==> src/hbp_pkg.sv <==
`timescale 1ns / 1ps
package hbp_pkg;

  localparam int CODE_W   = 32;
  localparam int LEN_FW   = 6;
  localparam int BYTE_W   = 8;
  localparam int COUNT_W  = 24;
  localparam int REM_W    = 6;
  localparam int WIN_W    = CODE_W + BYTE_W;
  localparam int IN_TDATA_W  = 48;
  localparam int OUT_TDATA_W = 32;

  localparam logic [COUNT_W-1:0] COUNT_MAX = {COUNT_W{1'b1}};

  typedef enum logic {
    FUNC_LOAD   = 1'b0,
    FUNC_ENCODE = 1'b1
  } func_t;

  // looked-up encode beat, left-aligned code
  typedef struct packed {
    logic              valid;
    logic              last;
    logic              hit;
    logic [CODE_W-1:0] code;
    logic [LEN_FW-1:0] len;
  } lookup_t;

endpackage

==> src/hbp_packer.sv <==
`timescale 1ns / 1ps
module hbp_packer (
  input  logic                        clk,
  input  logic                        rst_n,
  input  hbp_pkg::lookup_t            lk,
  output logic                        take,
  output logic                        out_valid,
  input  logic                        out_ready,
  output logic [hbp_pkg::BYTE_W-1:0]  out_byte,
  output logic                        out_end,
  output logic                        out_err,
  output logic [hbp_pkg::COUNT_W-1:0] out_count
);
  import hbp_pkg::*;

  logic [WIN_W-1:0]   win_r, win_nxt;
  logic [REM_W-1:0]   rem_r, rem_nxt;
  logic               last_r, last_nxt;
  logic               err_r, err_nxt;
  logic               disc_r, disc_nxt;
  logic [COUNT_W-1:0] cnt_r, cnt_nxt;

  logic               ov_r, ov_nxt;
  logic [BYTE_W-1:0]  ob_r, ob_nxt;
  logic               oe_r, oe_nxt;
  logic               oerr_r, oerr_nxt;
  logic [COUNT_W-1:0] oc_r, oc_nxt;

  logic               out_free, emit, is_final;
  logic [REM_W-1:0]   rem_after;
  logic [WIN_W-1:0]   win_after;
  logic               err_after, last_after, idle_after;
  logic [COUNT_W-1:0] cnt_inc;

  always_comb begin
    out_free = !ov_r || out_ready;
    emit     = out_free && (err_r || (rem_r >= REM_W'(BYTE_W)) ||
                            (last_r && (rem_r != '0)));
    is_final = err_r || (last_r && (rem_r <= REM_W'(BYTE_W)));
    cnt_inc  = (cnt_r == COUNT_MAX) ? cnt_r : cnt_r + COUNT_W'(1);

    if (emit && !err_r) begin
      rem_after = (rem_r > REM_W'(BYTE_W)) ? rem_r - REM_W'(BYTE_W) : '0;
      win_after = win_r << BYTE_W;
    end else begin
      rem_after = rem_r;
      win_after = win_r;
    end
    err_after  = err_r && !emit;
    last_after = last_r && !(emit && is_final);
    idle_after = !err_after && !last_after && (rem_after < REM_W'(BYTE_W));
    take       = lk.valid && idle_after;

    win_nxt  = win_after;
    rem_nxt  = rem_after;
    err_nxt  = err_after;
    last_nxt = last_after;
    disc_nxt = disc_r;
    cnt_nxt  = cnt_r;

    ov_nxt   = ov_r && !out_ready;
    ob_nxt   = ob_r;
    oe_nxt   = oe_r;
    oerr_nxt = oerr_r;
    oc_nxt   = oc_r;

    if (emit) begin
      ov_nxt   = 1'b1;
      ob_nxt   = err_r ? '0 : win_r[WIN_W-1 -: BYTE_W];
      oe_nxt   = is_final;
      oerr_nxt = err_r;
      oc_nxt   = (!err_r && is_final) ? cnt_inc : '0;
      if (!err_r) begin
        cnt_nxt = is_final ? '0 : cnt_inc;
      end
    end

    if (take) begin
      if (disc_r) begin
        // drop until the end of the text
        if (lk.last) begin
          disc_nxt = 1'b0;
        end
      end else if (!lk.hit) begin
        err_nxt  = 1'b1;
        win_nxt  = '0;
        rem_nxt  = '0;
        cnt_nxt  = '0;
        disc_nxt = !lk.last;
      end else begin
        win_nxt  = win_after | ({lk.code, {BYTE_W{1'b0}}} >> rem_after);
        rem_nxt  = rem_after + lk.len;
        last_nxt = lk.last;
      end
    end
  end

  always_ff @(posedge clk) begin
    ob_r   <= ob_nxt;
    oe_r   <= oe_nxt;
    oerr_r <= oerr_nxt;
    oc_r   <= oc_nxt;
  end

  always_ff @(posedge clk) begin
    if (!rst_n) begin
      win_r  <= '0;
      rem_r  <= '0;
      last_r <= 1'b0;
      err_r  <= 1'b0;
      disc_r <= 1'b0;
      cnt_r  <= '0;
      ov_r   <= 1'b0;
    end else begin
      win_r  <= win_nxt;
      rem_r  <= rem_nxt;
      last_r <= last_nxt;
      err_r  <= err_nxt;
      disc_r <= disc_nxt;
      cnt_r  <= cnt_nxt;
      ov_r   <= ov_nxt;
    end
  end

  assign out_valid = ov_r;
  assign out_byte  = ob_r;
  assign out_end   = oe_r;
  assign out_err   = oerr_r;
  assign out_count = oc_r;

endmodule

==> config.mk <==
export PLATFORM = sky130hd
export DESIGN_NAME = hbp_packer
export DESIGN_NICKNAME = d
export VERILOG_FILES = /design/src/hbp_pkg.sv /design/src/hbp_packer.sv
export SDC_FILE = /design/constraint.sdc
export NUM_CORES = 1
export LEC_CHECK = 0
export ABC_AREA = 1
export BUFFER_PORTS_ARGS = -buffer_cell sky130_fd_sc_hd__buf_2
export CORE_AREA = 2 2 140 142
export CTS_CLUSTER_DIAMETER = 200
export DETAILED_ROUTE_END_ITERATION = 16
export DIE_AREA = 0 0 142 144
export GPL_ROUTABILITY_DRIVEN = 1
export SLEW_MARGIN = 25
export SYNTH_ARGS = -nofsm -noshare
export SYNTH_HDL_FRONTEND = slang
export SYNTH_SLANG_ARGS = --single-unit
==> constraint.sdc <==
create_clock -name clk -period 7.55 [get_ports clk]
set_input_delay 0.755 -clock clk [delete_from_list [all_inputs] [get_ports clk]]
set_output_delay 0.755 -clock clk [all_outputs]
set_load 0.005 [all_outputs]
==> metrics.yaml, run 1 <==
yosys_warnings: 0
clk_pin_slew_worst_paths_ns: 0.07
numCtsBuffers: 9
grt_remaining_overflow: 0
dr_wl_met3_um: 712
synth-edff-count: 34
wl_met2_um: 7650
critPathTopFamily: "buffers and inverters"
cts_tree: "done"
cpPeakStageDelay_ns: 0.78
die-area_um2: 20400
min_path_type: "reg2reg"
antenna_found_initial: 0
hold_path_depth: 2
vias: 6210
ff2ff_setup_slack_ns: 3.44
crit_type: "reg2out"
maxSlewHeadroom_pct: 44.9
power_mw: 2.77
ir_drop_mv: 0.189
die_x_um: 142
rsz0062_at_grt: "no"
postCtsHoldBufs: 0
syn_area_um2: 6560
drc: 0
final_cells: 1248
drive_gt1_share_pct: 11.8
power_density_nw_per_um2: 377
cp-start-kind: "flop"
cts_max_level: 3
r2r_end: "win_r[38]$_SDFF_PN0_"
timing.rr.start: "err_r$_SDFF_PN0_"
cts_root_buf: "clkbuf_16"
multiInputGateArea_um2: 3410
slew_violations: 0
n_antenna_cell: 0
post_drt_via_cell_ratio: 4.98
setup_slack_ns: 3.20
hpwl_um: 12500
syn_to_final_growth_pct: 12.0
path_max_fanout: 68
clk_latency_ns: 0.36
syn_nets: 1006
endpoint_kind: "output pin"
min_to: "win_r[0]$_SDFF_PN0_"
ant_nets: 0
cap_violations: 0
period_share_pct: 57.6
post-route-min-period_ns: 4.35
outcome: "finished clean"
synth_ff_type: "dfxtp_1"
dp.cells: 1232
fin_skew_ns: 0.0107
final_nets: 1057
hold-worst-slack_ns: 0.455
ys_seq_area_share_pct: 38.1
core_area_um2: 19100
hp-start: "win_r[0]$_SDFF_PN0_"
die_h_um: 144
post_cts.repair.setup_buffers: 0
nFillCells: 2013
crit_required_ns: 6.80
slowest_stage: "inv_2"
tns_ns: 0
finish.utilization_pct: 38.5
wl_met1_um: 8550
wl_per_cell_um: 13.8
clock_sinks: 108
path_buf_inv: 5
wirelength_um: 17200
grt_max_degree: 69
clk_path_buf_depth: 2
first_pass_iters: 5
crit_chain: "inv_4, nand2_1, nor2_2, nand2_4, nand3_4, inv_2, a31oi_1, and2_1, inv_1, nand2_1, inv_2, buf_2"
fmax_mhz: 230
ys_types: 45
setup_viol: 0
highest_layer: "met4"
reg2reg_depth: 14
dr.first_iter.drc_count: 449
worst_pin_slew_ns: 0.827
async_reset_ff_share_pct: 0
grt_pass1_vias: 5693
seq_area_um2: 2500
cts_resized: 0
ios: 80
track_usage_pct: 17.4
syn_inst: 954
io_buffers: 79
dp_slack_ns: 3.28
p_leak_nw: 3.08
initial_utilization_pct: 34.4
hold_viol: 0
syn_avg_cell_area_um2: 6.88
place_area_um2: 7030
rows: 51
arrival_ns: 3.59
grt_pass1_wl_um: 28600
routabilityCongestion: 0.913
finalInstanceArea_um2: 7350
ys_ff_latch: 108
[synth_stat cells (3+ instances only)]
| master | instances | area share (%) |
|---|---|---|
| nand2_1 | 270 | 15 |
| nor2_1 | 104 | 6.0 |
| inv_1 | 99 | 5.7 |
| nand3_1 | 99 | 7.6 |
| dfxtp_1 | 74 | 23 |
| a21oi_1 | 47 | 3.6 |
| edfxtp_1 | 34 | 16 |
| o21ai_0 | 34 | 2.6 |
| a31oi_1 | 30 | 2.9 |
| clkbuf_1 | 17 | 0.97 |
| xor2_1 | 17 | 2.3 |
| a22oi_1 | 14 | 1.6 |
| nand4_1 | 9 | 0.86 |
| buf_2 | 8 | 0.61 |
| buf_6 | 8 | 1.4 |
| nor3_1 | 8 | 0.61 |
| o211ai_1 | 8 | 0.92 |
| ha_1 | 7 | 1.3 |
| and2_1 | 6 | 0.57 |
| buf_4 | 6 | 0.69 |
| nand3b_1 | 5 | 0.57 |
| xnor2_1 | 5 | 0.67 |
| buf_1 | 4 | 0.23 |
| inv_2 | 4 | 0.23 |
| mux2i_1 | 4 | 0.61 |
| nand2_2 | 4 | 0.38 |
| nor4_1 | 4 | 0.38 |
| o21ai_1 | 4 | 0.31 |
| nand2_4 | 3 | 0.51 |
| or2_2 | 3 | 0.29 |
[where the power goes]
part,leakage (nW),total [mW],switching (mW),internal [mW]
clock,0.158,0.506,0.225,0.282
combinational,1.98,1.35,0.954,0.398
sequential,0.939,0.913,0.0768,0.836
total,3.08,2.77,1.26,1.52
[flip-flops by register name, summed over array words and instances (netlist names)]
| name | flops |
|---|---|
| err_r | 1 |
| last_r | 1 |
| out_end | 1 |
| out_err | 1 |
| win_r | 40 |
| out_valid | 1 |
| rem_r | 6 |
| cnt_r | 24 |
| out_count | 24 |
| disc_r | 1 |
| out_byte | 8 |
[routing by layer]
layer / up-vias / GRT usage, %
met2: 139 / 27.5
li1: 3226 / -
met4: 0 / 5.84
met5: - / 0
met1: 2826 / 24.2
met3: 19 / 3.01
[worst max path at each step]
stage | startpoint | endpoint | cells after the start
floorplan | out_ready | take | 8
global placement | out_ready | win_r[38]$_SDFF_PN0_ | 14
detailed placement | out_ready | win_r[38]$_SDFF_PN0_ | 14
CTS | err_r$_SDFF_PN0_ | take | 13
global route | err_r$_SDFF_PN0_ | take | 13
finish | err_r$_SDFF_PN0_ | take | 12
[kinds of logic (layout without fill, tap and decap cells)]
logic type	after synthesis	after routing	share of synthesized area, %
AOI/OAI and AO/OA	143	143	12.6
xor gates and xnor gates	22	22	2.94
adders and majority gates	8	8	1.64
buffers and inverters	148	204	9.92
DFF	108	108	38.1
muxes	4	4	0.610
and+or+nand+nor	521	521	34.2
[cell type report]
class,count,area share (%)
multi-input cells,698,46.4
flip-flops and latches,108,34.1
repair buffers,83,5.79
inverters,105,5.40
well taps,238,4.05
clock buffers,11,3.46
clock inverters,5,0.851
[tightest hold or removal path, stage by stage (launching register included)]
cell and delay [ns]:
dfxtp_1 0.32, nand2_1 0.06, nor2_1 0.04
[cells in the final DEF, fill, tap and decap left out, drive strengths merged, types with 11 or more instances in the layout]
cell type / n
a21oi: 47
a22oi: 14
a31oi: 30
buf: 83
clkbuf: 11
dfxtp: 74
edfxtp: 34
inv: 108
nand2: 278
nand3: 100
nor2: 105
o21ai: 39
xor2: 17
(Power assumes the default switching activity.)
==> run 2: changes to the inputs <==
- ABC_AREA: 1 -> 0
- CORE_AREA: 2 2 140 142 -> 2 2 144 146
- DIE_AREA: 0 0 142 144 -> 0 0 146 148
- clock period: 7.55 -> 4.4 ns (I/O delays scaled with it)
==> metrics.yaml, run 2 <==
endpoint_kind: "flop"
path_buf_inv: 1
cts_root_buf: "clkbuf_16"
clk_pin_slew_worst_paths_ns: 0.07
grt_pass1_vias: 5641
grt_pass1_wl_um: 30600
wl_met1_um: 9130
crit_type: "reg2reg"
ys_ff_latch: 108
drc: 0
fin_skew_ns: 0.00623
n_antenna_cell: 0
slowest_stage: "dfxtp_1"
p_seq_share_pct: 31.2
layout_common_cells: "nand2_1 (126), buf_2 (79), nor2_1 (76)"
p_leak_nw: 2.75
r2r_end: "win_r[33]$_SDFF_PN0_"
setup_viol: 0
cap_violations: 0
final_cells: 1142
synth_top_area_share_pct: 21.5
arrival_ns: 3.41
power_mw: 5.03
cts_tree: "done"
dp.cells: 1126
synth_ff_type: "dfxtp_1"
p_int_mw: 2.72
routabilityCongestion: 0.896
rows: 52
wirelength_um: 18600
cpPeakStageDelay_ns: 0.86
initial_utilization_pct: 34.5
hold_viol: 0
yosys-top-cells-count: "nand2_1 (126), nor2_1 (76), dfxtp_1 (74)"
hpwl_um: 13100
highest_layer: "met4"
syn_inst: 829
synth_most_common_cell: "nand2_1"
setup_slack_ns: 1.23
synth-edff-count: 34
numCtsBuffers: 9
maxSlewHeadroom_pct: 45.0
comb_power_share_pct: 53.1
cts_resized: 0
ios: 80
ir_drop_mv: 0.322
ys_types: 78
min_path_type: "in2reg"
largest_register_ffs: 40
die-area_um2: 21600
fmax_mhz: 315
timing.rr.start: "err_r$_SDFF_PN0_"
finalInstanceArea_um2: 7670
cp-start-kind: "flop"
cts_max_level: 3
drive_gt1_share_pct: 18.0
period_share_pct: 72.1
syn_nets: 881
final_common_cell: "nand2_1"
antenna_found_initial: 0
final_nets: 919
first_pass_iters: 5
die_x_um: 146
ant_nets: 0
switching_power_mw: 2.32
ff2ff_setup_slack_ns: 1.23
syn_avg_cell_area_um2: 8.33
yosys_warnings: 0
ys_seq_area_share_pct: 36.2
clk_path_buf_depth: 2
synth_area_leaders: "dfxtp_1 (21%), edfxtp_1 (15%), nand2_1 (6.9%)"
critPathTopFamily: "compound AO/OA/AOI/OAI gates"
finish.utilization_pct: 38.3
postCtsHoldBufs: 0
tns_ns: 0
grt_remaining_overflow: 0
io_buffers: 79
slew_violations: 0
hp-start: "lk[39]"
post_drt_via_cell_ratio: 5.45
largest-register: "win_r"
nFillCells: 2130
post-route-min-period_ns: 3.17
swShare_pct: 46.0
min_to: "disc_r$_SDFFE_PN0N_"
power_density_nw_per_um2: 656
syn_to_final_growth_pct: 11.1
path_max_fanout: 36
clock_sinks: 108
worst_pin_slew_ns: 0.823
crit_required_ns: 4.64
dr.first_iter.drc_count: 452
syn_area_um2: 6900
crit_chain: "nor4_4, a211o_2, o21ai_4, buf_4, nor2_1, a222oi_1, a2bb2oi_1, o21ai_1"
hold-worst-slack_ns: 0.278
track_usage_pct: 17.2
yosysTopAreaCell: "dfxtp_1"
clkPwrFrac_pct: 15.6
grt_max_degree: 64
outcome: "finished clean"
dp_slack_ns: 1.17
post_cts.repair.setup_buffers: 0
hold_path_depth: 2
die_h_um: 148
reg2reg_depth: 8
vias: 6228
dr_wl_met3_um: 1210
rsz0062_at_grt: "no"
async_reset_ff_share_pct: 0
place_area_um2: 7390
core_area_um2: 20000
clk_latency_ns: 0.35
wl_per_cell_um: 16.3
wl_met2_um: 8090
[run 2: cell types whose count changed in the layout (fill, tap and decap cells not counted), moves of 13 or more]
cell | previous run | this run
mux2i_1 | 4 | 34
nand3_1 | 99 | 35
nand2_1 | 270 | 126
o22ai_1 | 0 | 16
a21oi_1 | 47 | 62
mux2_2 | 0 | 13
inv_1 | 99 | 12
nor2_1 | 103 | 76
[run 2: how the worst max path moves through the flow]
stage / start / endpoint / slack (ns) / cells after the start
floorplan: rem_r[0]$_SDFF_PN0_ / rem_r[4]$_SDFF_PN0_ / 1.57 / 14
global placement: out_ready / win_r[11]$_SDFF_PN0_ / 1.21 / 8
detailed placement: out_ready / win_r[28]$_SDFF_PN0_ / 1.17 / 8
CTS: err_r$_SDFF_PN0_ / rem_r[4]$_SDFF_PN0_ / 1.21 / 12
global route: err_r$_SDFF_PN0_ / rem_r[4]$_SDFF_PN0_ / 0.95 / 12
finish: err_r$_SDFF_PN0_ / win_r[33]$_SDFF_PN0_ / 1.23 / 8
[run 2: layout make-up]
| class | count | area, um2 | area share, % |
|---|---|---|---|
| Multi-Input combinational cell | 640 | 4000 | 52.1 |
| Clock inverter | 6 | 53.8 | 0.701 |
| Inverter | 16 | 60.1 | 0.783 |
| Tap cell | 270 | 338 | 4.40 |
| Sequential cell | 108 | 2500 | 32.6 |
| Clock buffer | 10 | 229 | 2.98 |
| Timing Repair Buffer | 92 | 493 | 6.42 |
[run 2: metal layers]
layer / vias to the layer above / global-route usage, %
met5: - / 0
met1: 2891 / 25.7
li1: 3096 / -
met3: 14 / 2.65
met2: 227 / 26.0
met4: 0 / 4.32
[run 2: kinds of logic (layout without fill, tap and decap cells)]
family,after synthesis,in the layout,synth area share (%)
AOI/OAI and AO/OA,229,229,22.9
xor gates and xnor gates,26,26,3.30
adders and majority gates,8,8,1.56
buffers and inverters,81,124,5.89
DFF,108,108,36.2
muxes,50,50,8.03
and+or+nand+nor,327,327,22.1
[run 2: power by group through the flow]
stage / sequential [mW] / clock (mW) / combinational [mW]
floorplan: 1.60 / 0 / 1.93
global placement: 1.59 / 0 / 2.65
detailed placement: 1.60 / 0 / 2.65
CTS: 1.58 / 0.807 / 2.67
global route: 1.61 / 0.854 / 2.95
finish: 1.57 / 0.787 / 2.68
[run 2: worst register-to-register path, cell delays in order, from the launching register on]
cell	delay [ns]
dfxtp_1	0.86
nor4_4	0.18
a211o_2	0.42
o21ai_4	0.15
buf_4	0.38
nor2_1	0.12
a222oi_1	0.55
a2bb2oi_1	0.30
o21ai_1	0.11
